$ cat config.mk
export PLATFORM = sky130hd
export DESIGN_NAME = bfha_queue
export DESIGN_NICKNAME = d
export VERILOG_FILES = /design/src/rtl/core/bfha_pkg.sv /design/src/rtl/core/bfha_queue.sv
export SDC_FILE = /design/constraint.sdc
export NUM_CORES = 1
export LEC_CHECK = 0
export ABC_AREA = 1
export ABC_CLOCK_PERIOD_IN_PS = 10450
export BUFFER_PORTS_ARGS = -buffer_cell sky130_fd_sc_hd__buf_2
export CORE_MARGIN = 3
export CORE_UTILIZATION = 53
export CTS_BUF_LIST = sky130_fd_sc_hd__clkbuf_4 sky130_fd_sc_hd__clkbuf_8
export DETAILED_ROUTE_END_ITERATION = 8
export PLACE_DENSITY = 0.92
export REMOVE_ABC_BUFFERS = 1
export SLEW_MARGIN = 20
export SYNTH_ARGS = -nofsm -noshare
export SYNTH_HDL_FRONTEND = slang
export SYNTH_SLANG_ARGS = --single-unit
$ cat constraint.sdc
create_clock -name clk -period 10.45 [get_ports clk]
set_input_delay 2.09 -clock clk [delete_from_list [all_inputs] [get_ports clk]]
set_output_delay 2.09 -clock clk [all_outputs]
set_load 0.02 [all_outputs]
$ cat src/rtl/core/bfha_pkg.sv
// Shared types and constants of the best-fit heap allocator.
// Used by the front end, the request queue, the back end and the top level.
package bfha_pkg;

	localparam int FREE_ENTRIES_DEF = 32;
	localparam int USED_ENTRIES_DEF = 64;
	localparam int QUEUE_DEPTH      = 2;
	localparam int CFG_IDX_W        = 1;

	localparam logic [32:0] CAP_ROUND   = 33'h0f;
	localparam logic [32:0] CAP_MASK    = ~33'h0f;
	localparam logic [31:0] SPLIT_MIN   = 32'h20;

	typedef enum logic [1:0] {
		OP_ALLOC   = 2'd0,
		OP_RELEASE = 2'd1,
		OP_QUERY   = 2'd2,
		OP_NOP     = 2'd3
	} op_t;

	typedef enum logic [2:0] {
		STAT_OK        = 3'd0,
		STAT_OOM       = 3'd1,
		STAT_TABLE_FUL = 3'd2,
		STAT_NOT_FOUND = 3'd3,
		STAT_FREE_FULL = 3'd4
	} status_t;

	typedef enum logic [0:0] {
		CFG_HEAP_BASE  = 1'd0,
		CFG_HEAP_LIMIT = 1'd1
	} cfg_idx_t;

	typedef enum logic [2:0] {
		S_IDLE,
		S_FSCAN,
		S_FDONE,
		S_USCAN,
		S_COMMIT,
		S_OUT
	} state_t;

	// Classified request handed from the front end to the back end.
	typedef struct packed {
		op_t         op;
		logic [31:0] size;
		logic [31:0] cap;
		logic        cap_oom;
		logic        fill;
		logic [31:0] addr;
	} req_t;

	typedef struct packed {
		logic [31:0] addr;
		logic [31:0] size;
		logic [31:0] clear;
		status_t     status;
	} res_t;

	// Handshake between queue and back end.
	typedef struct packed {
		logic valid;
		logic ready;
	} hs_t;

endpackage

$ cat src/rtl/core/bfha_queue.sv
// Short request queue between the front end and the back end.
// Depends on bfha_pkg.
module bfha_queue import bfha_pkg::*; (
	input  logic clk,
	input  logic arst_n,
	input  logic push_valid,
	output logic push_ready,
	input  req_t push_data,
	output hs_t  pop_hs,
	input  logic pop_ready,
	output req_t pop_data
);

	localparam int PW = (QUEUE_DEPTH > 1) ? $clog2(QUEUE_DEPTH) : 1;
	localparam logic [PW:0] FULL = (PW + 1)'(QUEUE_DEPTH);

	req_t        mem [QUEUE_DEPTH];
	logic [PW-1:0] wp_q, rp_q;
	logic [PW:0]   cnt_q;
	logic          push, pop;

	assign push_ready   = cnt_q != FULL;
	assign push         = push_valid && push_ready;
	assign pop_hs.valid = cnt_q != '0;
	assign pop_hs.ready = pop_ready;
	assign pop          = pop_hs.valid && pop_ready;
	assign pop_data     = mem[rp_q];

	always_ff @(posedge clk or negedge arst_n) begin
		if (!arst_n) begin
			wp_q  <= '0;
			rp_q  <= '0;
			cnt_q <= '0;
		end else begin
			if (push) begin
				wp_q <= (wp_q == PW'(QUEUE_DEPTH - 1)) ? '0 : wp_q + 1'b1;
			end
			if (pop) begin
				rp_q <= (rp_q == PW'(QUEUE_DEPTH - 1)) ? '0 : rp_q + 1'b1;
			end
			cnt_q <= cnt_q + (PW + 1)'(push) - (PW + 1)'(pop);
		end
	end

	always_ff @(posedge clk) begin
		if (push) begin
			mem[wp_q] <= push_data;
		end
	end

endmodule

* After elaboration in Yosys (flattened, before gate mapping) *
Memories as Yosys holds them, arrays and structs flattened.
Index checks and enable logic that the tools add are counted.

cells by class
  mux-type cells = 4
  reductions and logical operators = 3
  add/sub/neg operators = 4
  eq/ne operators = 1

operators by type and width
  operator             count
  $mux 1               4
  $add 1x1->1 const B  2
  $add 2x1->2          1
  $logic_and 1x1->1    2
  $ne 2x2->1 const B   1
  $reduce_bool 2->1    1
  $sub 2x1->2          1

storage, ports and cells
  RAM bits = 200
  register bits = 4
  memories = 1

memory list
  name  words  width  read ports  clocked after memory_dff  wr ports  RTL line          text
  mem   2      100    1           0                         1         bfha_queue.sv:17  req_t mem [QUEUE_DEPTH];

* Longest topological paths before layout *
  depth in word-level cells = 4
  depth in mapped cells = 12
  gate-level depth less buffers = 12

* Least setup slack after synthesis *
Ideal clock, no wire load.

  path kind = input -> register
  start = in push_valid
  end = mem mem[1][0] in the netlist's numbering, enable pin
  stages = 2
  buffers on the path = 0
  arrival time = 6355 ps
  slack = 3534 ps
  cells stage by stage = nand2_2 -> nor2_1

between the ends
  cells in the longest elaborated chain, start to end = 3

RTL lines
  element                       RTL line          text
  from (decl)                   bfha_queue.sv:6   input logic push_valid,
  $logic_and 1x1->1             bfha_queue.sv:23  assign push = push_valid && push_ready;
  $mux 1                        bfha_queue.sv:46  if (push) begin
  $mux 1 (implied by the code)  bfha_queue.sv:47  mem[wp_q] <= push_data;
  to (decl)                     bfha_queue.sv:17

Every way passes these cells.

==> tab_implementation.tex <==
\begin{tabular}{lr}
\hline
Metric & Value \\
\hline
\multicolumn{2}{l}{\textbf{GRT}} \\
\quad Total track usage & 0.184 \\
\quad Wire length of the first global-routing pass & 23300 um \\
\quad Maximum number of pins on one net before global-route repair & 101 \\
\quad Initial antenna violation count & 2 \\
\quad Final global-route overflow total & 0 \\
\quad Via count of the first global-routing pass & 4845 \\
\multicolumn{2}{l}{\textbf{Timing}} \\
\quad Max Slew Vio Count & 0 \\
\quad Clock period minus final worst setup slack & 4.56 ns \\
\quad Final sum of negative setup slack & 0 ns \\
\quad Transition time at the pin with the least slew margin & 1.08 ns \\
\quad Setup clock skew after layout & 0.00936 ns \\
\quad Final worst-path cycle share & 0.437 \\
\quad Maximum clock frequency & 219 MHz \\
\quad Remaining max-slew budget at the tightest pin & 0.282 \\
\quad Final count of negative-setup-slack endpoints & 0 \\
\quad Final number of hold-violating endpoints & 0 \\
\quad Setup repair after global routing missed its margin & no \\
\quad Final worst-path setup slack & 5.89 ns \\
\multicolumn{2}{l}{\textbf{Floorplanning}} \\
\quad Site row count & 42 \\
\quad Initial core utilization & 0.556 \\
\quad Core Region & 13600 um2 \\
\quad Die boundary height & 125 um \\
\quad I/O pin total & 207 \\
\quad Die footprint & 15700 um2 \\
\quad Die outline width & 125 um \\
\multicolumn{2}{l}{\textbf{Place}} \\
\quad Placed inst area & 8660 um2 \\
\quad Total half-perimeter wirelength after legalization and detailed placement & 9540 um \\
\quad Worst setup timing slack at the placement stage & 6.00 ns \\
\quad Buffers added on ports & 206 \\
\quad Final Wtd Congestion & 0.755 \\
\multicolumn{2}{l}{\textbf{Setup path}} \\
\quad Reg-to-reg endpoint & mem[1][11] \\
\quad R2R depth & 6 \\
\quad Cells traversed along the worst timing path & clkinv\_2 > buf\_4 > nand2\_1 > nand2\_1 > buf\_2 \\
\quad Largest driver fanout on the critical path & 54 \\
\quad Worst Path Required & 8.36 ns \\
\quad Start point of the critical path & rp\_q \\
\quad Setup Crit Path Kind & reg2out \\
\quad Worst path max stage delay & 0.57 ns \\
\quad Sort of element at the start of the critical path & register \\
\quad Cell repeated most along the worst path & nand2\_1 \\
\quad Critical-path cell with the highest stage delay & buf\_4 \\
\quad FF-to-FF Start & cnt\_q[0] \\
\quad Worst Setup End Kind & output pin \\
\quad Setup slack on the worst flop-to-flop path & 8.13 ns \\
\quad Critical path data arrival time & 2.47 ns \\
\multicolumn{2}{l}{\textbf{Synth}} \\
\quad Most instantiated cells after synthesis & nand2\_1 (307), edfxtp\_1 (200), buf\_2 (11) \\
\quad Post-synthesis cell type with the largest combined area & edfxtp\_1 \\
\quad Yosys top cell area share & 0.796 \\
\quad Cell area after technology mapping & 7540 um2 \\
\quad Total of flip-flops plus latches after synthesis & 204 \\
\quad Mapped Cells & 555 \\
\quad Count of flip-flops with a built-in enable after synthesis & 200 \\
\quad Mean cell area of the mapped netlist & 13.6 um2 \\
\quad Post-synthesis sequential area ratio & 0.809 \\
\quad Number of different library cells in the post-synthesis netlist & 14 \\
\quad Ys async rst share & 0.0196 \\
\quad Primary flip-flop cell chosen by synthesis mapping & edfxtp\_1 \\
\quad Cell with the most instances after synthesis & nand2\_1 \\
\quad Yosys warning total & 0 \\
\quad Largest cells by area after synthesis & edfxtp\_1 (80\%), nand2\_1 (15\%), buf\_6 (1.5\%) \\
\multicolumn{2}{l}{\textbf{Hold path}} \\
\quad Cell depth of the worst hold path & 1 \\
\quad HP Class & reg2reg \\
\quad Worst hold path endpoint & cnt\_q[0] \\
\quad HP Start & cnt\_q[0] \\
\multicolumn{2}{l}{\textbf{Route}} \\
\quad First-pass detailed-route iteration total & 7 \\
\quad Drt via density & 4.94 \\
\quad Drt drc & 0 \\
\quad 1st-iter DRT viols & 310 \\
\quad Routed Wire Length & 15100 um \\
\quad Routed WL per cell & 15.5 um \\
\quad Total number of vias & 4817 \\
\quad Antenna Violating Nets Remaining & 0 \\
\multicolumn{2}{l}{\textbf{Power and ir drop}} \\
\quad P\_int & 1.75 mW \\
\quad Comb power frac & 0.361 \\
\quad IR Drop Worst-Case VDD & 0.217 mV \\
\quad Share of total power in the clock network & 0.223 \\
\quad Power per unit of standard cell area & 300 nW/um2 \\
\quad Switching portion of total power & 0.376 \\
\quad Switching power summed over all nets & 1.05 mW \\
\quad Overall power after layout & 2.80 mW \\
\quad Pleak & 4.08 nW \\
\quad Share of total power in sequential cells & 0.416 \\
\multicolumn{2}{l}{\textbf{Final layout}} \\
\quad Count of filler cells inserted in the layout & 935 \\
\quad Non-Filler Cell Area, Final & 9330 um2 \\
\quad Antenna diode count & 0 \\
\quad Total Nets Final & 881 \\
\quad Synthesis-to-layout area growth & 23.7\% \\
\quad Share of cells above drive strength 1 & 0.334 \\
\multicolumn{2}{l}{\textbf{Clocking}} \\
\quad Post-CTS resize count & 0 \\
\quad Clock tree from TritonCTS & built \\
\quad CTS sink count & 204 \\
\quad Hold-fix buffer count after cts & 0 \\
\quad Number of setup buffers added after CTS & 0 \\
\quad Max clock buf depth & 3 \\
\quad Number of CTS-inserted buffers & 30 \\
\quad Clock-pin slew on the worst setup and hold paths & 0.06 ns \\
\quad Htree depth & 1 \\
\quad Root cell of the clock tree & clkbuf\_8 \\
\quad Clock insertion delay at the later pin of the skew report & 0.52 ns \\
\multicolumn{2}{l}{\textbf{Flow run}} \\
\quad Maximum capacitance violations & 0 \\
\multicolumn{2}{l}{\textbf{Outcome}} \\
\quad Outcome & finished, final reports clean \\
\hline
\end{tabular}
-- metal layers --
metal,global-route usage,part of all wire
met5,0,0.0019
met4,0.0619,0.024
met3,0.0499,0.069
met2,0.327,0.53
met1,0.218,0.38
-- worst max path at each step --
stage	endpoint	cells past startpoint
4_1_cts	pop_data[63]	5
3_5_place_dp	pop_hs[0]	2
3_3_place_gp	pop_hs[0]	2
6_report	pop_data[63]	5
5_1_grt	pop_data[58]	5
2_1_floorplan	mem[1][0]	2
-- worst max-delay path, delay by kind of cell (launching register included) --
family / cells / cell delay [ns]
AND/OR/NAND/NOR: 2 / 0.22
flip-flops: 1 / 0.47
buffers and inverters: 3 / 1.25
-- cells in the final DEF (no fill, tap or decap), drive strengths merged --
cell / synthesis / final
a21oi: 1 / 1
buf: 23 / 212
clkbuf: 0 / 47
clkinv: 0 / 10
dfrtp: 4 / 4
edfxtp: 200 / 200
ha: 1 / 1
inv: 8 / 7
nand2: 309 / 309
nand3: 2 / 2
nor2: 5 / 5
o21ai: 1 / 1
xor2: 1 / 1
-- sequential cells by signal, summed over array words and instances (netlist names) --
name,cells
rp_q,1
mem,200
wp_q,1
cnt_q,2
-- cell families (layout without fill, tap and decap cells) --
kind of cell | count (synthesis) | count (layout) | share of synthesized area
xor gates and xnor gates | 1 | 1 | 0.00116
AOI/OAI and AO/OA | 2 | 2 | 0.00133
DFF | 204 | 204 | 0.809
and+or+nand+nor | 316 | 316 | 0.158
buffers and inverters | 31 | 276 | 0.0282
adders and majority gates | 1 | 1 | 0.00166
-- power by group through the flow --
stage                     clock network (mW)  logic, mW  registers (mW)
after global placement                     0      0.988            1.17
after floorplan                            0      0.614            1.23
after global routing                   0.678       1.11            1.18
final                                  0.623       1.01            1.16
after CTS                              0.638       1.01            1.17
after detailed placement                   0       1.00            1.19
-- through the flow --
| stage | hold WS (ns) | instances | utilization |
|---|---|---|---|
| 5_1_grt | 0.643 | 976 | 0.688 |
| 3_5_place_dp | 0.579 | 918 | 0.639 |
| 6_report | 0.619 | 976 | 0.688 |
| 2_1_floorplan | 0.485 | 532 | - |
| 4_1_cts | 0.612 | 974 | 0.684 |
| 3_3_place_gp | 0.551 | 918 | 0.639 |
-- final cells by class --
cell class | instances | area [um2] | area share
tap | 176 | 220 | 0.0236
clock inverter | 9 | 36.3 | 0.00389
sequential | 204 | 6110 | 0.655
multi-input combinational | 320 | 1240 | 0.133
inverter | 8 | 31.3 | 0.00335
timing repair buffer | 212 | 1120 | 0.120
clock buffer | 47 | 578 | 0.0619
Power figures use the tool's default switching activity.
