<file path="config.mk">
export PLATFORM = sky130hd
export DESIGN_NAME = bfha_front
export DESIGN_NICKNAME = d
export VERILOG_FILES = /design/src/rtl/core/bfha_pkg.sv /design/src/rtl/core/bfha_front.sv
export SDC_FILE = /design/constraint.sdc
export NUM_CORES = 1
export LEC_CHECK = 0
export BUFFER_PORTS_ARGS = -buffer_cell sky130_fd_sc_hd__buf_2
export CELL_PAD_IN_SITES_DETAIL_PLACEMENT = 1
export CELL_PAD_IN_SITES_GLOBAL_PLACEMENT = 2
export CORE_MARGIN = 1
export CORE_UTILIZATION = 32
export CTS_BUF_LIST = sky130_fd_sc_hd__clkbuf_8
export CTS_CLUSTER_DIAMETER = 100
export DETAILED_ROUTE_END_ITERATION = 7
export GPL_ROUTABILITY_DRIVEN = 1
export PLACE_DENSITY = 0.86
export RECOVER_POWER = 50
export SYNTH_ARGS = -nofsm -noshare
export SYNTH_HDL_FRONTEND = slang
export SYNTH_SLANG_ARGS = --single-unit
</file>
<file path="constraint.sdc">
create_clock -name clk -period 8.85 [get_ports clk]
set_input_delay 0.885 -clock clk [delete_from_list [all_inputs] [get_ports clk]]
set_output_delay 0.885 -clock clk [all_outputs]
set_load 0.05 [all_outputs]
</file>
<file path="src/rtl/core/bfha_pkg.sv">
// Shared types and constants of the best-fit heap allocator.
// Used by the front end, the request queue, the back end and the top level.
package bfha_pkg;

	localparam int FREE_ENTRIES_DEF = 32;
	localparam int USED_ENTRIES_DEF = 64;
	localparam int QUEUE_DEPTH      = 2;
	localparam int CFG_IDX_W        = 1;

	localparam logic [32:0] CAP_ROUND   = 33'h0f;
	localparam logic [32:0] CAP_MASK    = ~33'h0f;
	localparam logic [31:0] SPLIT_MIN   = 32'h20;

	typedef enum logic [1:0] {
		OP_ALLOC   = 2'd0,
		OP_RELEASE = 2'd1,
		OP_QUERY   = 2'd2,
		OP_NOP     = 2'd3
	} op_t;

	typedef enum logic [2:0] {
		STAT_OK        = 3'd0,
		STAT_OOM       = 3'd1,
		STAT_TABLE_FUL = 3'd2,
		STAT_NOT_FOUND = 3'd3,
		STAT_FREE_FULL = 3'd4
	} status_t;

	typedef enum logic [0:0] {
		CFG_HEAP_BASE  = 1'd0,
		CFG_HEAP_LIMIT = 1'd1
	} cfg_idx_t;

	typedef enum logic [2:0] {
		S_IDLE,
		S_FSCAN,
		S_FDONE,
		S_USCAN,
		S_COMMIT,
		S_OUT
	} state_t;

	// Classified request handed from the front end to the back end.
	typedef struct packed {
		op_t         op;
		logic [31:0] size;
		logic [31:0] cap;
		logic        cap_oom;
		logic        fill;
		logic [31:0] addr;
	} req_t;

	typedef struct packed {
		logic [31:0] addr;
		logic [31:0] size;
		logic [31:0] clear;
		status_t     status;
	} res_t;

	// Handshake between queue and back end.
	typedef struct packed {
		logic valid;
		logic ready;
	} hs_t;

endpackage

</file>
<file path="src/rtl/core/bfha_front.sv">
// Front end: takes input transfers, derives the rounded capacity and registers the request.
// Depends on bfha_pkg.
module bfha_front import bfha_pkg::*; (
	input  logic        clk,
	input  logic        arst_n,
	input  logic        in_valid,
	output logic        in_ready,
	input  logic [1:0]  opcode,
	input  logic [31:0] request_size,
	input  logic        zero_fill,
	input  logic [31:0] block_address,
	output logic        req_valid,
	input  logic        req_ready,
	output req_t        req
);

	logic        v_q;
	req_t        r_q;
	logic [31:0] size_eff;
	logic [32:0] cap33;

	assign size_eff = (request_size == 32'd0) ? 32'd1 : request_size;
	assign cap33    = ({1'b0, size_eff} + CAP_ROUND) & CAP_MASK;
	assign in_ready = !v_q || req_ready;
	assign req_valid = v_q;
	assign req = r_q;

	always_ff @(posedge clk or negedge arst_n) begin
		if (!arst_n) begin
			v_q <= 1'b0;
		end else if (in_ready) begin
			v_q <= in_valid;
		end
	end

	always_ff @(posedge clk) begin
		if (in_ready && in_valid) begin
			r_q.op      <= op_t'(opcode);
			r_q.size    <= size_eff;
			r_q.cap     <= cap33[31:0];
			r_q.cap_oom <= cap33[32];
			r_q.fill    <= zero_fill;
			r_q.addr    <= block_address;
		end
	end

endmodule

</file>
[After elaboration in Yosys (flattened, before gate mapping)]
Cells that the tools add are included.
Storage, ports and cells
  word-level logic and storage cells: 13
  output and inout port bits: 102
  register bits: 97
Operators by class
  reductions and logical operators: 4
  add/sub/neg operators: 1
  multiplexer cells: 1
Operator list (number)
  $add A32 B4 Y33 const B: 1
  $logic_not A32 Y1: 1
  $mux W32: 1
  $logic_and A1 B1 Y1: 1
  $logic_not A1 Y1: 1
  $logic_or A1 B1 Y1: 1

[Depth between registers and ports, before layout]
Gate-level depths: netlist of run 1.
  depth in word-level cells: 3
  mapped depth: 5
  mapped depth without buffers: 4

[Least setup slack after synthesis of run 1]
Ideal clock, no wire load.
  path kind: input to register
  start point: input port req_ready
  end point: register r_q (netlist bit req[0]) (enable)
  stages: 2
  setup slack: 4734 ps
  arrival time: 3650 ps
  required time: 8385 ps
  path through: nand2b_1 > and2_1
On the way
  cells in the longest elaborated chain, start to end: 2
Ends and longest elaborated chain
  start: declaration: RTL line bfha_front.sv:13  | input logic req_ready,
  $logic_or A1 B1 Y1: RTL line bfha_front.sv:24  | assign in_ready = !v_q || req_ready;
  $logic_and A1 B1 Y1: RTL line bfha_front.sv:37  | if (in_ready && in_valid) begin
  end: declaration: RTL line bfha_front.sv:18  | req_t r_q;
Every way passes these cells.
A chain may end at the register's enable or synchronous reset.

[Worst setup path after layout of run 1]
Ends and elaborated chain as after synthesis.

==> results of run 1 <==
synthesized netlist by cell type, drive strengths merged:
| library cell | count | area, µm² |
|---|---|---|
| edfxtp | 96 | 2880 |
| clkbuf | 32 | 121 |
| xnor2 | 17 | 149 |
| nand2 | 11 | 41.3 |
| nor4 | 11 | 68.8 |
| xor2 | 10 | 87.6 |
| and3 | 8 | 50.1 |
| nand4 | 8 | 56.3 |
| buf | 6 | 46.3 |
| and4 | 5 | 43.8 |
| nand3 | 4 | 20.0 |
| nor3 | 4 | 20.0 |
| nand2b | 3 | 18.8 |
| and2 | 2 | 12.5 |
| inv | 2 | 7.51 |
| conb | 1 | 3.75 |
| dfrtp | 1 | 25.0 |
| nor2 | 1 | 3.75 |
| o21a | 1 | 7.51 |
| o21ai | 1 | 5.00 |
| o21bai | 1 | 7.51 |
| o41a | 1 | 11.3 |
| or2 | 1 | 6.26 |
worst max-delay path by stage:
stage	cells after the start	slack [ns]	to	start
2_1_floorplan	2	4.73	req[0]	req_ready
3_5_place_dp	4	6.11	req[11]	req_ready
5_1_grt	4	5.03	req[40]	req_ready
6_report	4	5.27	req[0]	req_ready
3_3_place_gp	4	6.23	req[22]	req_ready
4_1_cts	4	6.51	req[24]	req_ready
state kept, by name, indices dropped and copies added, names as in the netlist:
| register | flops |
|---|---|
| req | 96 |
| req_valid | 1 |
kinds of logic (layout without fill, tap and decap cells):
group	after synthesis	count (layout)	synth area share, %
xor gates and xnor gates	27	27	6.40
AOI/OAI and AO/OA	4	4	0.846
and+or+nand+nor	58	58	9.24
buffers and inverters	40	187	4.74
other	1	4	0.101
DFF	97	97	78.7
report_power, final:
group	switching, µW	internal (µW)	leakage, µW
logic	131	28.9	0.000692
registers	6.84	536	0.000926
clock network	163	134	0.000107
routing by layer:
layer	routed length, µm	share of wire [%]	up-vias	track usage, %
met5	0	0	-	0
met4	199	2.1	0	6.95
met3	1010	11	16	6.11
met2	4810	50	125	28.8
met1	3550	37	1147	16.7
li1	-	-	1098	-
metrics by stage:
| stage | area (µm²) | hold WS (ns) | std cells | util, % |
|---|---|---|---|---|
| after detailed placement | 4570 | 0.543 | 501 | 41.4 |
| after global placement | 4570 | 0.521 | 501 | 41.4 |
| after floorplan | 3710 | 0.589 | 230 | - |
| after global routing | 4670 | 0.245 | 517 | 42.4 |
| final | 4670 | 0.274 | 517 | 42.4 |
| after CTS | 4770 | 0.256 | 517 | 43.2 |
area by class of cell:
cell class	instances	area, µm²	area share, %
Sequential cell	97	2910	62.2
Timing Repair Buffer	169	759	16.3
Multi-Input combinational cell	93	618	13.2
Tap cell	140	175	3.75
Clock buffer	9	124	2.65
Clock inverter	7	80.1	1.71
Inverter	2	7.51	0.161
==> metrics.md, run 1 <==
| Metric | Value |
|---|---|
| Status | complete, but fails checks |
| Violated checks | max-capacitance violations, max-slew violations |
| WP buf/inv | 2 |
| Worst skew pair latency | 0.36 ns |
| Layout net count | 443 |
| Worst Setup Start Kind | primary input |
| Worst Hold Class | in -> async |
| CP Class | in -> reg |
| TNS Setup | 0 ns |
| Starting Density | 33.5% |
| Synth Warn # | 0 |
| Longest Clk Path Bufs | 2 |
| FF-to-FF End | req[0] |
| ANT nets after route | 0 |
| GPL Wtd Cong | 0.713 |
| Register area share after synthesis | 78.7% |
| Post-CTS sizing | 0 |
| All-Layer GR Usage | 16.1% |
| Critical path's largest stage delay | 1.54 ns |
| Minimum clock period | 3.58 ns |
| Setup ws final | 5.27 ns |
| Leakage Power | 0.00172 µW |
| Period utilisation layout | 40.4% |
| Flop2flop setup slack | 5.51 ns |
| HPWL after DPL | 7260 µm |
| Cells after synthesis | 227 |
| Detailed Route Iter0 Violations | 105 |
| WP data arrival | 3.57 ns |
| Worst setup EP type | register |
| Count of final hold-check violations | 0 |
| Max frequency | 0.280 GHz |
| Critical Path Slowest Stage Cell | and2_0 |
| Actual slew at the worst max-slew pin | 2.07 ns |
| Clk slew on worst S/H paths | 0.10 ns |
| Mean area per synthesized cell | 16.3 µm² |
| R2r worst-path depth | 3 |
| Cell area power density | 214 nW/µm² |
| Most frequent cells in the layout | buf_2, edfxtp_1, clkbuf_1 |
| Post-synth cell types | 27 |
| Maxcap violations | 1 |
| Core ar. | 11000 µm² |
| H-tree depth | 3 |
| Die footprint | 12000 µm² |
| Post-CTS setup buffers | 0 |
| Fill cells | 1185 |
| Clock Skew | 0.00922 ns |
| Residual DRC | 0 |
| CTS tree | yes |
| Vias | 2386 |
| # port buffers | 168 |
| Share of cells above drive strength 1 | 30.0% |
| 1st-pass router iterations | 4 |
| Die Wd | 109 µm |
| Clock sinks | 97 |
| Crit-path cells | buf_2 > nand2b_1 > and2_0 > buf_4 |
| Worst r2r src | req_valid |
| I/O pin total | 173 |
| Initial antenna violation count | 0 |
| Routed len/inst | 18.5 µm |
| Row Count | 38 |
| Cts hold-fix bufs | 0 |
| DRT Wirelength | 9570 µm |
| Vias in the first global route | 2500 |
| CP max FO | 65 |
| Final-report max-slew violation count | 33 |
| Commonest non-fill, non-tap cell in the layout | buf_2 |
| Vias per cell | 4.62 |
| Grt ovf | 0 |
| # diodes | 0 |
| Unrepaired setup endpoints after global routing | false |
| Total CTS buffers | 9 |
| Setup WS pre-CTS | 6.11 ns |
| Syn Std Cell Area | 3700 µm² |
| Final Setup Violations | 0 |
| Area growth from synthesis to layout | 26.4% |
| Tot Pwr | 1000 µW |
| Die height | 109 µm |
| CTS Root Cell | clkbuf_8 |
| CP top delay family | simple AND/OR/NAND/NOR gates |
| CP required | 8.84 ns |
| Worst IR drop on VDD | 0.0759 mV |
| Post-synthesis register bit count | 97 |
| Rel. slew slack | -38.3% |
| Largest net degree at the start of global routing | 66 |
| Global-route wire length before repair | 13800 µm |
Note: power is estimated with default switching activity, not from simulation.
==> run 2: changes to the inputs <==
--- a/config.mk
+++ b/config.mk
@@ -9,12 +9,12 @@
 export CELL_PAD_IN_SITES_DETAIL_PLACEMENT = 1
 export CELL_PAD_IN_SITES_GLOBAL_PLACEMENT = 2
 export CORE_MARGIN = 1
-export CORE_UTILIZATION = 32
+export CORE_UTILIZATION = 31
 export CTS_BUF_LIST = sky130_fd_sc_hd__clkbuf_8
 export CTS_CLUSTER_DIAMETER = 100
 export DETAILED_ROUTE_END_ITERATION = 7
 export GPL_ROUTABILITY_DRIVEN = 1
-export PLACE_DENSITY = 0.86
+export PLACE_DENSITY = 0.84
 export RECOVER_POWER = 50
 export SYNTH_ARGS = -nofsm -noshare
 export SYNTH_HDL_FRONTEND = slang
==> constraint.sdc (replaced) <==
create_clock -name clk -period 3.65 [get_ports clk]
set_input_delay 0.365 -clock clk [delete_from_list [all_inputs] [get_ports clk]]
set_output_delay 0.365 -clock clk [all_outputs]
set_load 0.05 [all_outputs]
==> metrics.md, run 2 (synthesized netlist as in run 1, its figures left out) <==
| Metric | Value |
|---|---|
| Share of cells above drive strength 1 | 22.2% (was 30.0%) |
| Reg power frac | 56.0% (was 54.3%) |
| Period utilisation layout | 56.6% |
| Clk slew on worst S/H paths | 0.09 ns (was 0.10 ns) |
| Switching share of power | 29.1% (was 30.1%) |
| CP required | 3.65 ns (was 8.84 ns) |
| Core ar. | 11500 µm² (was 11000 µm²) |
| Clock sinks | 97 (unchanged) |
| CTS Root Cell | clkbuf_8 (unchanged) |
| Psw | 681 µW (was 301 µW) |
| Worst Hold Class | in -> reg (was in -> async) |
| Detailed Route Iter0 Violations | 142 (was 105) |
| Total CTS buffers | 9 (unchanged) |
| Maxcap violations | 0 (was 1) |
| Clock Skew | 0.00881 ns (was 0.00922 ns) |
| Longest Clk Path Bufs | 2 (unchanged) |
| Internal power | 1660 µW (was 699 µW) |
| Most frequent cells in the layout | clkbuf_1, edfxtp_1, buf_2 (was buf_2, edfxtp_1, clkbuf_1) |
| Critical Path Slowest Stage Cell | and2_4 (was and2_0) |
| Crit-path cells | nand2b_1 > and2_4 > buf_4 (was buf_2 > nand2b_1 > and2_0 > buf_4) |
| CP top delay family | simple AND/OR/NAND/NOR gates (unchanged) |
| Max frequency | 0.484 GHz |
| Row Count | 39 (was 38) |
| Routed len/inst | 16.9 µm (was 18.5 µm) |
| Violated checks | design-rule violations (was max-capacitance violations, max-slew violations) |
| Rel. slew slack | 56.0% (was -38.3%) |
| FF-to-FF End | req[5] (was req[0]) |
| Final Setup Violations | 0 (unchanged) |
| Gate power share | 16.3% (was 16.0%) |
| Die height | 111 µm (was 109 µm) |
| Die Wd | 111 µm (was 109 µm) |
| HPWL after DPL | 6710 µm (was 7260 µm) |
| Fill cells | 1261 (was 1185) |
| All-Layer GR Usage | 14.6% (was 16.1%) |
| Hold endpoint | req[17] |
| Worst skew pair latency | 0.36 ns (about the same) |
| WP buf/inv | 1 (was 2) |
| Final-report max-slew violation count | 0 (was 33) |
| WP data arrival | 2.07 ns (was 3.57 ns) |
| Largest net degree at the start of global routing | 49 (was 66) |
| Die footprint | 12400 µm² (was 12000 µm²) |
| # port buffers | 168 (unchanged) |
| Hold path cells | 1 |
| R2r worst-path depth | 3 (unchanged) |
| Initial antenna violation count | 0 (unchanged) |
| Worst setup EP type | register (unchanged) |
| Cell area power density | 506 nW/µm² (was 214 nW/µm²) |
| Status | complete, but fails checks (unchanged) |
| Worst r2r src | req_valid (unchanged) |
| I/O pin total | 173 (unchanged) |
| Max FFs per register | 96 (unchanged) |
| Global-route wire length before repair | 13400 µm (was 13800 µm) |
| Clock power frac | 27.7% (was 29.7%) |
| Post-route cell area | 4640 µm² (was 4670 µm²) |
| Grt ovf | 0 (unchanged) |
| Vias | 2359 (was 2386) |
| TNS Setup | 0 ns (unchanged) |
| Vias in the first global route | 2429 (was 2500) |
| Starting Density | 32.1% (was 33.5%) |
| Count of final hold-check violations | 0 (unchanged) |
| Area growth from synthesis to layout | 25.5% (was 26.4%) |
| Flop2flop setup slack | 1.58 ns (was 5.51 ns) |
| Residual DRC | 38 (was 0) |
| Post-placement cell area | 4580 µm² (was 4570 µm²) |
| CTS tree | yes (unchanged) |
| Commonest non-fill, non-tap cell in the layout | clkbuf_1 (was buf_2) |
| Layout net count | 445 (was 443) |
| CP max FO | 48 (was 65) |
| Hold path start | block_address[17] |
| Leakage Power | 0.00165 µW (was 0.00172 µW) |
| DRT Wirelength | 8830 µm (was 9570 µm) |
| Worst IR drop on VDD | 0.189 mV (was 0.0759 mV) |
| Critical path's largest stage delay | 0.57 ns (was 1.54 ns) |
| H-tree depth | 3 (unchanged) |
| Unrepaired setup endpoints after global routing | false (unchanged) |
| ANT nets after route | 0 (unchanged) |
| Minimum clock period | 2.07 ns |
| Actual slew at the worst max-slew pin | 0.660 ns (was 2.07 ns) |
| 1st-pass router iterations | 7 (was 4) |
| CP Class | reg -> reg (was in -> reg) |
| Post-CTS setup buffers | 0 (unchanged) |
| GPL Wtd Cong | 0.730 (was 0.713) |
| Vias per cell | 4.52 (was 4.62) |
| Worst Setup Start Kind | register (was primary input) |
| # diodes | 0 (unchanged) |
run 2: changes by cell type in the layout (fill, tap and decap cells not counted), moves of 3 or more:
cell / delta
clkbuf_8: +3
clkbuf_1: +30
buf_2: -30
clkinv_4: -3
run 2: worst max path at each step:
stage	startpoint	to	cells past startpoint
after floorplan	req_valid	req[0]	2
after global placement	req_ready	req[93]	4
after detailed placement	req_ready	req[14]	4
after CTS	req_valid	req[13]	3
after global routing	req_valid	req[10]	3
final	req_valid	req[5]	3
run 2: cell type report:
type                       count  area, µm²  area share [%]
sequential                    97       2910            62.7
inverter                       2       7.51           0.162
clock buffer                  12        165            3.56
tap                          143        179            3.86
clock inverter                 4       20.0           0.431
timing repair buffer         171        739            15.9
multi-input combinational     93        621            13.4
run 2: repair_timing:
item / 4_1_cts / 5_1_grt
gates resized for setup: 0 / 0
hold buffers: 1 / 0
endpoints found under the hold margin: 1 / 0
run 2: per-stage QoR:
| stage | power [µW] | utilization, % | hold slack (ns) | setup WS (ns) | cells |
|---|---|---|---|---|---|
| after CTS | 2400 | 41.4 | 0.146 | 1.54 | 522 |
| after detailed placement | 1740 | 39.7 | 0.141 | 1.48 | 505 |
| after global routing | 2420 | 40.3 | 0.147 | 1.47 | 522 |
| final | 2350 | 40.3 | 0.175 | 1.58 | 522 |
| after global placement | 1730 | 39.7 | 0.143 | 1.55 | 505 |
| after floorplan | 1620 | - | 0.0694 | 0.852 | 230 |
run 2: power by group through the flow:
stage	combinational [µW]	clock, µW	sequential [µW]
after detailed placement	404	0	1340
after CTS	405	677	1310
final	382	649	1310
after global placement	396	0	1340
after global routing	401	702	1320
after floorplan	70.7	0	1550
run 2: routing by layer:
metal  GRT usage, %  share of wire [%]
met5              0                  0
met4           5.68                1.4
met3           6.12                 11
met2           24.8                 49
met1           16.3                 39
==> run 3: changes to the inputs <==
--- a/config.mk
+++ b/config.mk
@@ -9,12 +9,12 @@
 export CELL_PAD_IN_SITES_DETAIL_PLACEMENT = 1
 export CELL_PAD_IN_SITES_GLOBAL_PLACEMENT = 2
 export CORE_MARGIN = 1
-export CORE_UTILIZATION = 31
+export CORE_UTILIZATION = 28
 export CTS_BUF_LIST = sky130_fd_sc_hd__clkbuf_8
 export CTS_CLUSTER_DIAMETER = 100
 export DETAILED_ROUTE_END_ITERATION = 7
 export GPL_ROUTABILITY_DRIVEN = 1
-export PLACE_DENSITY = 0.84
+export PLACE_DENSITY = 0.8
 export RECOVER_POWER = 50
 export SYNTH_ARGS = -nofsm -noshare
 export SYNTH_HDL_FRONTEND = slang
==> constraint.sdc (replaced) <==
create_clock -name clk -period 1.8 [get_ports clk]
set_input_delay 0.18 -clock clk [delete_from_list [all_inputs] [get_ports clk]]
set_output_delay 0.18 -clock clk [all_outputs]
set_load 0.05 [all_outputs]
==> metrics.md, run 3 (synthesized netlist as in run 1, its figures left out) <==
| Metric | Value |
|---|---|
| All-Layer GR Usage | 13.4% (was 14.6%) |
| 1st-pass router iterations | 4 (was 7) |
| Worst Hold Class | in -> reg (unchanged) |
| Cell area power density | 953 nW/µm² (was 506 nW/µm²) |
| Residual DRC | 0 (was 38) |
| Period utilisation layout | 76.8% |
| Post-CTS setup buffers | 0 (unchanged) |
| Reg power frac | 54.8% (was 56.0%) |
| Count of final hold-check violations | 0 (unchanged) |
| Unrepaired setup endpoints after global routing | false (unchanged) |
| Clock sinks | 97 (unchanged) |
| Hold path start | in_valid (was block_address[17]) |
| Initial antenna violation count | 0 (unchanged) |
| Share of cells above drive strength 1 | 21.1% (was 22.2%) |
| Critical Path Slowest Stage Cell | clkbuf_1 (was and2_4) |
| Hold path cells | 2 (was 1) |
| CTS Root Cell | clkbuf_8 (unchanged) |
| Psw | 1410 µW (was 681 µW) |
| Placed Cells | 539 (was 505) |
| Core ar. | 12700 µm² (was 11500 µm²) |
| Worst skew pair latency | 0.36 ns (about the same) |
| Clock Skew | 0.00941 ns (was 0.00881 ns) |
| Maxcap violations | 0 (unchanged) |
| H-tree depth | 3 (unchanged) |
| Max frequency | 0.724 GHz |
| Clk slew on worst S/H paths | 0.08 ns (was 0.09 ns) |
| Commonest non-fill, non-tap cell in the layout | clkbuf_1 (unchanged) |
| GPL Wtd Cong | 0.731 (was 0.730) |
| Internal power | 3450 µW (was 1660 µW) |
| Largest net degree at the start of global routing | 48 (was 49) |
| Post-route cell area | 5100 µm² (was 4640 µm²) |
| Detailed Route Iter0 Violations | 163 (was 142) |
| Critical path's largest stage delay | 0.51 ns (was 0.57 ns) |
| Starting Density | 29.1% (was 32.1%) |
| Worst r2r src | req_valid (unchanged) |
| Longest Clk Path Bufs | 2 (unchanged) |
| Fill cells | 1415 (was 1261) |
| Hold endpoint | req_valid (was req[17]) |
| Worst setup EP type | output port (was register) |
| Total CTS buffers | 9 (unchanged) |
| Grt ovf | 0 (unchanged) |
| DRT Wirelength | 9310 µm (was 8830 µm) |
| Final-report max-slew violation count | 0 (unchanged) |
| ANT nets after route | 0 (unchanged) |
| Flop2flop setup slack | 0.46 ns (was 1.58 ns) |
| Die height | 117 µm (was 111 µm) |
| CP Class | reg -> out (was reg -> reg) |
| Vias | 2533 (was 2359) |
| Die Wd | 117 µm (was 111 µm) |
| Layout net count | 487 (was 445) |
| CP required | 1.62 ns (was 3.65 ns) |
| Status | complete, no violations (was complete, but fails checks) |
| Vias per cell | 4.27 (was 4.52) |
| Routed len/inst | 15.7 µm (was 16.9 µm) |
| WP buf/inv | 1 (unchanged) |
| Actual slew at the worst max-slew pin | 0.659 ns (was 0.660 ns) |
| HPWL after DPL | 6630 µm (was 6710 µm) |
| CTS tree | yes (unchanged) |
| I/O pin total | 173 (unchanged) |
| CP max FO | 1 (was 48) |
| Vias in the first global route | 2603 (was 2429) |
| Worst Setup Start Kind | register (unchanged) |
| Max FFs per register | 96 (unchanged) |
| Rel. slew slack | 56.3% (was 56.0%) |
| FF-to-FF End | req[39] (was req[5]) |
| # diodes | 0 (unchanged) |
| Row Count | 41 (was 39) |
| Leakage Power | 0.00184 µW (was 0.00165 µW) |
| Minimum clock period | 1.38 ns |
| Post-placement cell area | 4680 µm² (was 4580 µm²) |
| TNS Setup | 0 ns (unchanged) |
| Final cell count without fillers | 593 (was 522) |
| WP data arrival | 1.20 ns (was 2.07 ns) |
| CP top delay family | buffers and inverters (was simple AND/OR/NAND/NOR gates) |
| Die footprint | 13700 µm² (was 12400 µm²) |
| Most frequent cells in the layout | clkbuf_1, edfxtp_1, buf_2 (unchanged) |
| Switching share of power | 29.0% (was 29.1%) |
| Crit-path cells | clkbuf_1 (was nand2b_1 > and2_4 > buf_4) |
| Global-route wire length before repair | 13300 µm (was 13400 µm) |
| Final Setup Violations | 0 (unchanged) |
| Clock power frac | 27.6% (was 27.7%) |
| Post-CTS sizing | 0 (unchanged) |
| Tot Pwr | 4860 µW (was 2350 µW) |
| Worst IR drop on VDD | 0.289 mV (was 0.189 mV) |
| R2r worst-path depth | 3 (unchanged) |
| # port buffers | 168 (unchanged) |
| Area growth from synthesis to layout | 38.0% (was 25.5%) |
| Gate power share | 17.6% (was 16.3%) |
## run 3: through the flow
| stage | setup slack, ns | hold WS [ns] | utilization, % |
|---|---|---|---|
| 3_3_place_gp | 0.104 | -0.0428 | 36.8 |
| 3_5_place_dp | 0.0865 | -0.0400 | 36.8 |
| 2_1_floorplan | -0.105 | -0.116 | - |
| 5_1_grt | 0.249 | 0.0347 | 40.1 |
| 6_report | 0.418 | 0.0299 | 40.1 |
| 4_1_cts | 0.463 | 0.00309 | 41.2 |
## run 3: layout make-up
cell class | instances | area [µm²] | share of cell area, %
Clock inverter | 7 | 53.8 | 1.05
Sequential cell | 97 | 2910 | 57.0
Timing Repair Buffer | 213 | 1160 | 22.8
Tap cell | 172 | 215 | 4.22
Multi-Input combinational cell | 93 | 627 | 12.3
Inverter | 2 | 7.51 | 0.147
Clock buffer | 9 | 124 | 2.43
## run 3: metal layers
metal	GRT usage (%)	part of all wire (%)
met5	0	0
met4	6.08	1.7
met3	4.17	7.9
met2	23.6	50
met1	14.9	41
## run 3: power groups by stage
stage          clock network (µW)  registers [µW]  logic (µW)
2_1_floorplan                   0            3140         146
3_3_place_gp                    0            2710         824
3_5_place_dp                    0            2720         833
4_1_cts                      1410            2670         899
5_1_grt                      1460            2680         905
6_report                     1340            2660         855
## run 3: worst max-delay path by stage
stage / start / to / slack (ns) / cells after the start
floorplan: req_valid / req[0] / -0.11 / 2
global placement: request_size[0] / req[63] / 0.10 / 5
detailed placement: request_size[3] / req[63] / 0.09 / 5
CTS: req_valid / in_ready / 0.46 / 2
global route: request_size[23] / req[63] / 0.25 / 5
finish: req[60] / req[60] / 0.42 / 1
## run 3: repair_timing
action	in CTS	in global routing
hold buffers	38	0
setup endpoints to repair	0	0
hold endpoints to repair	38	0
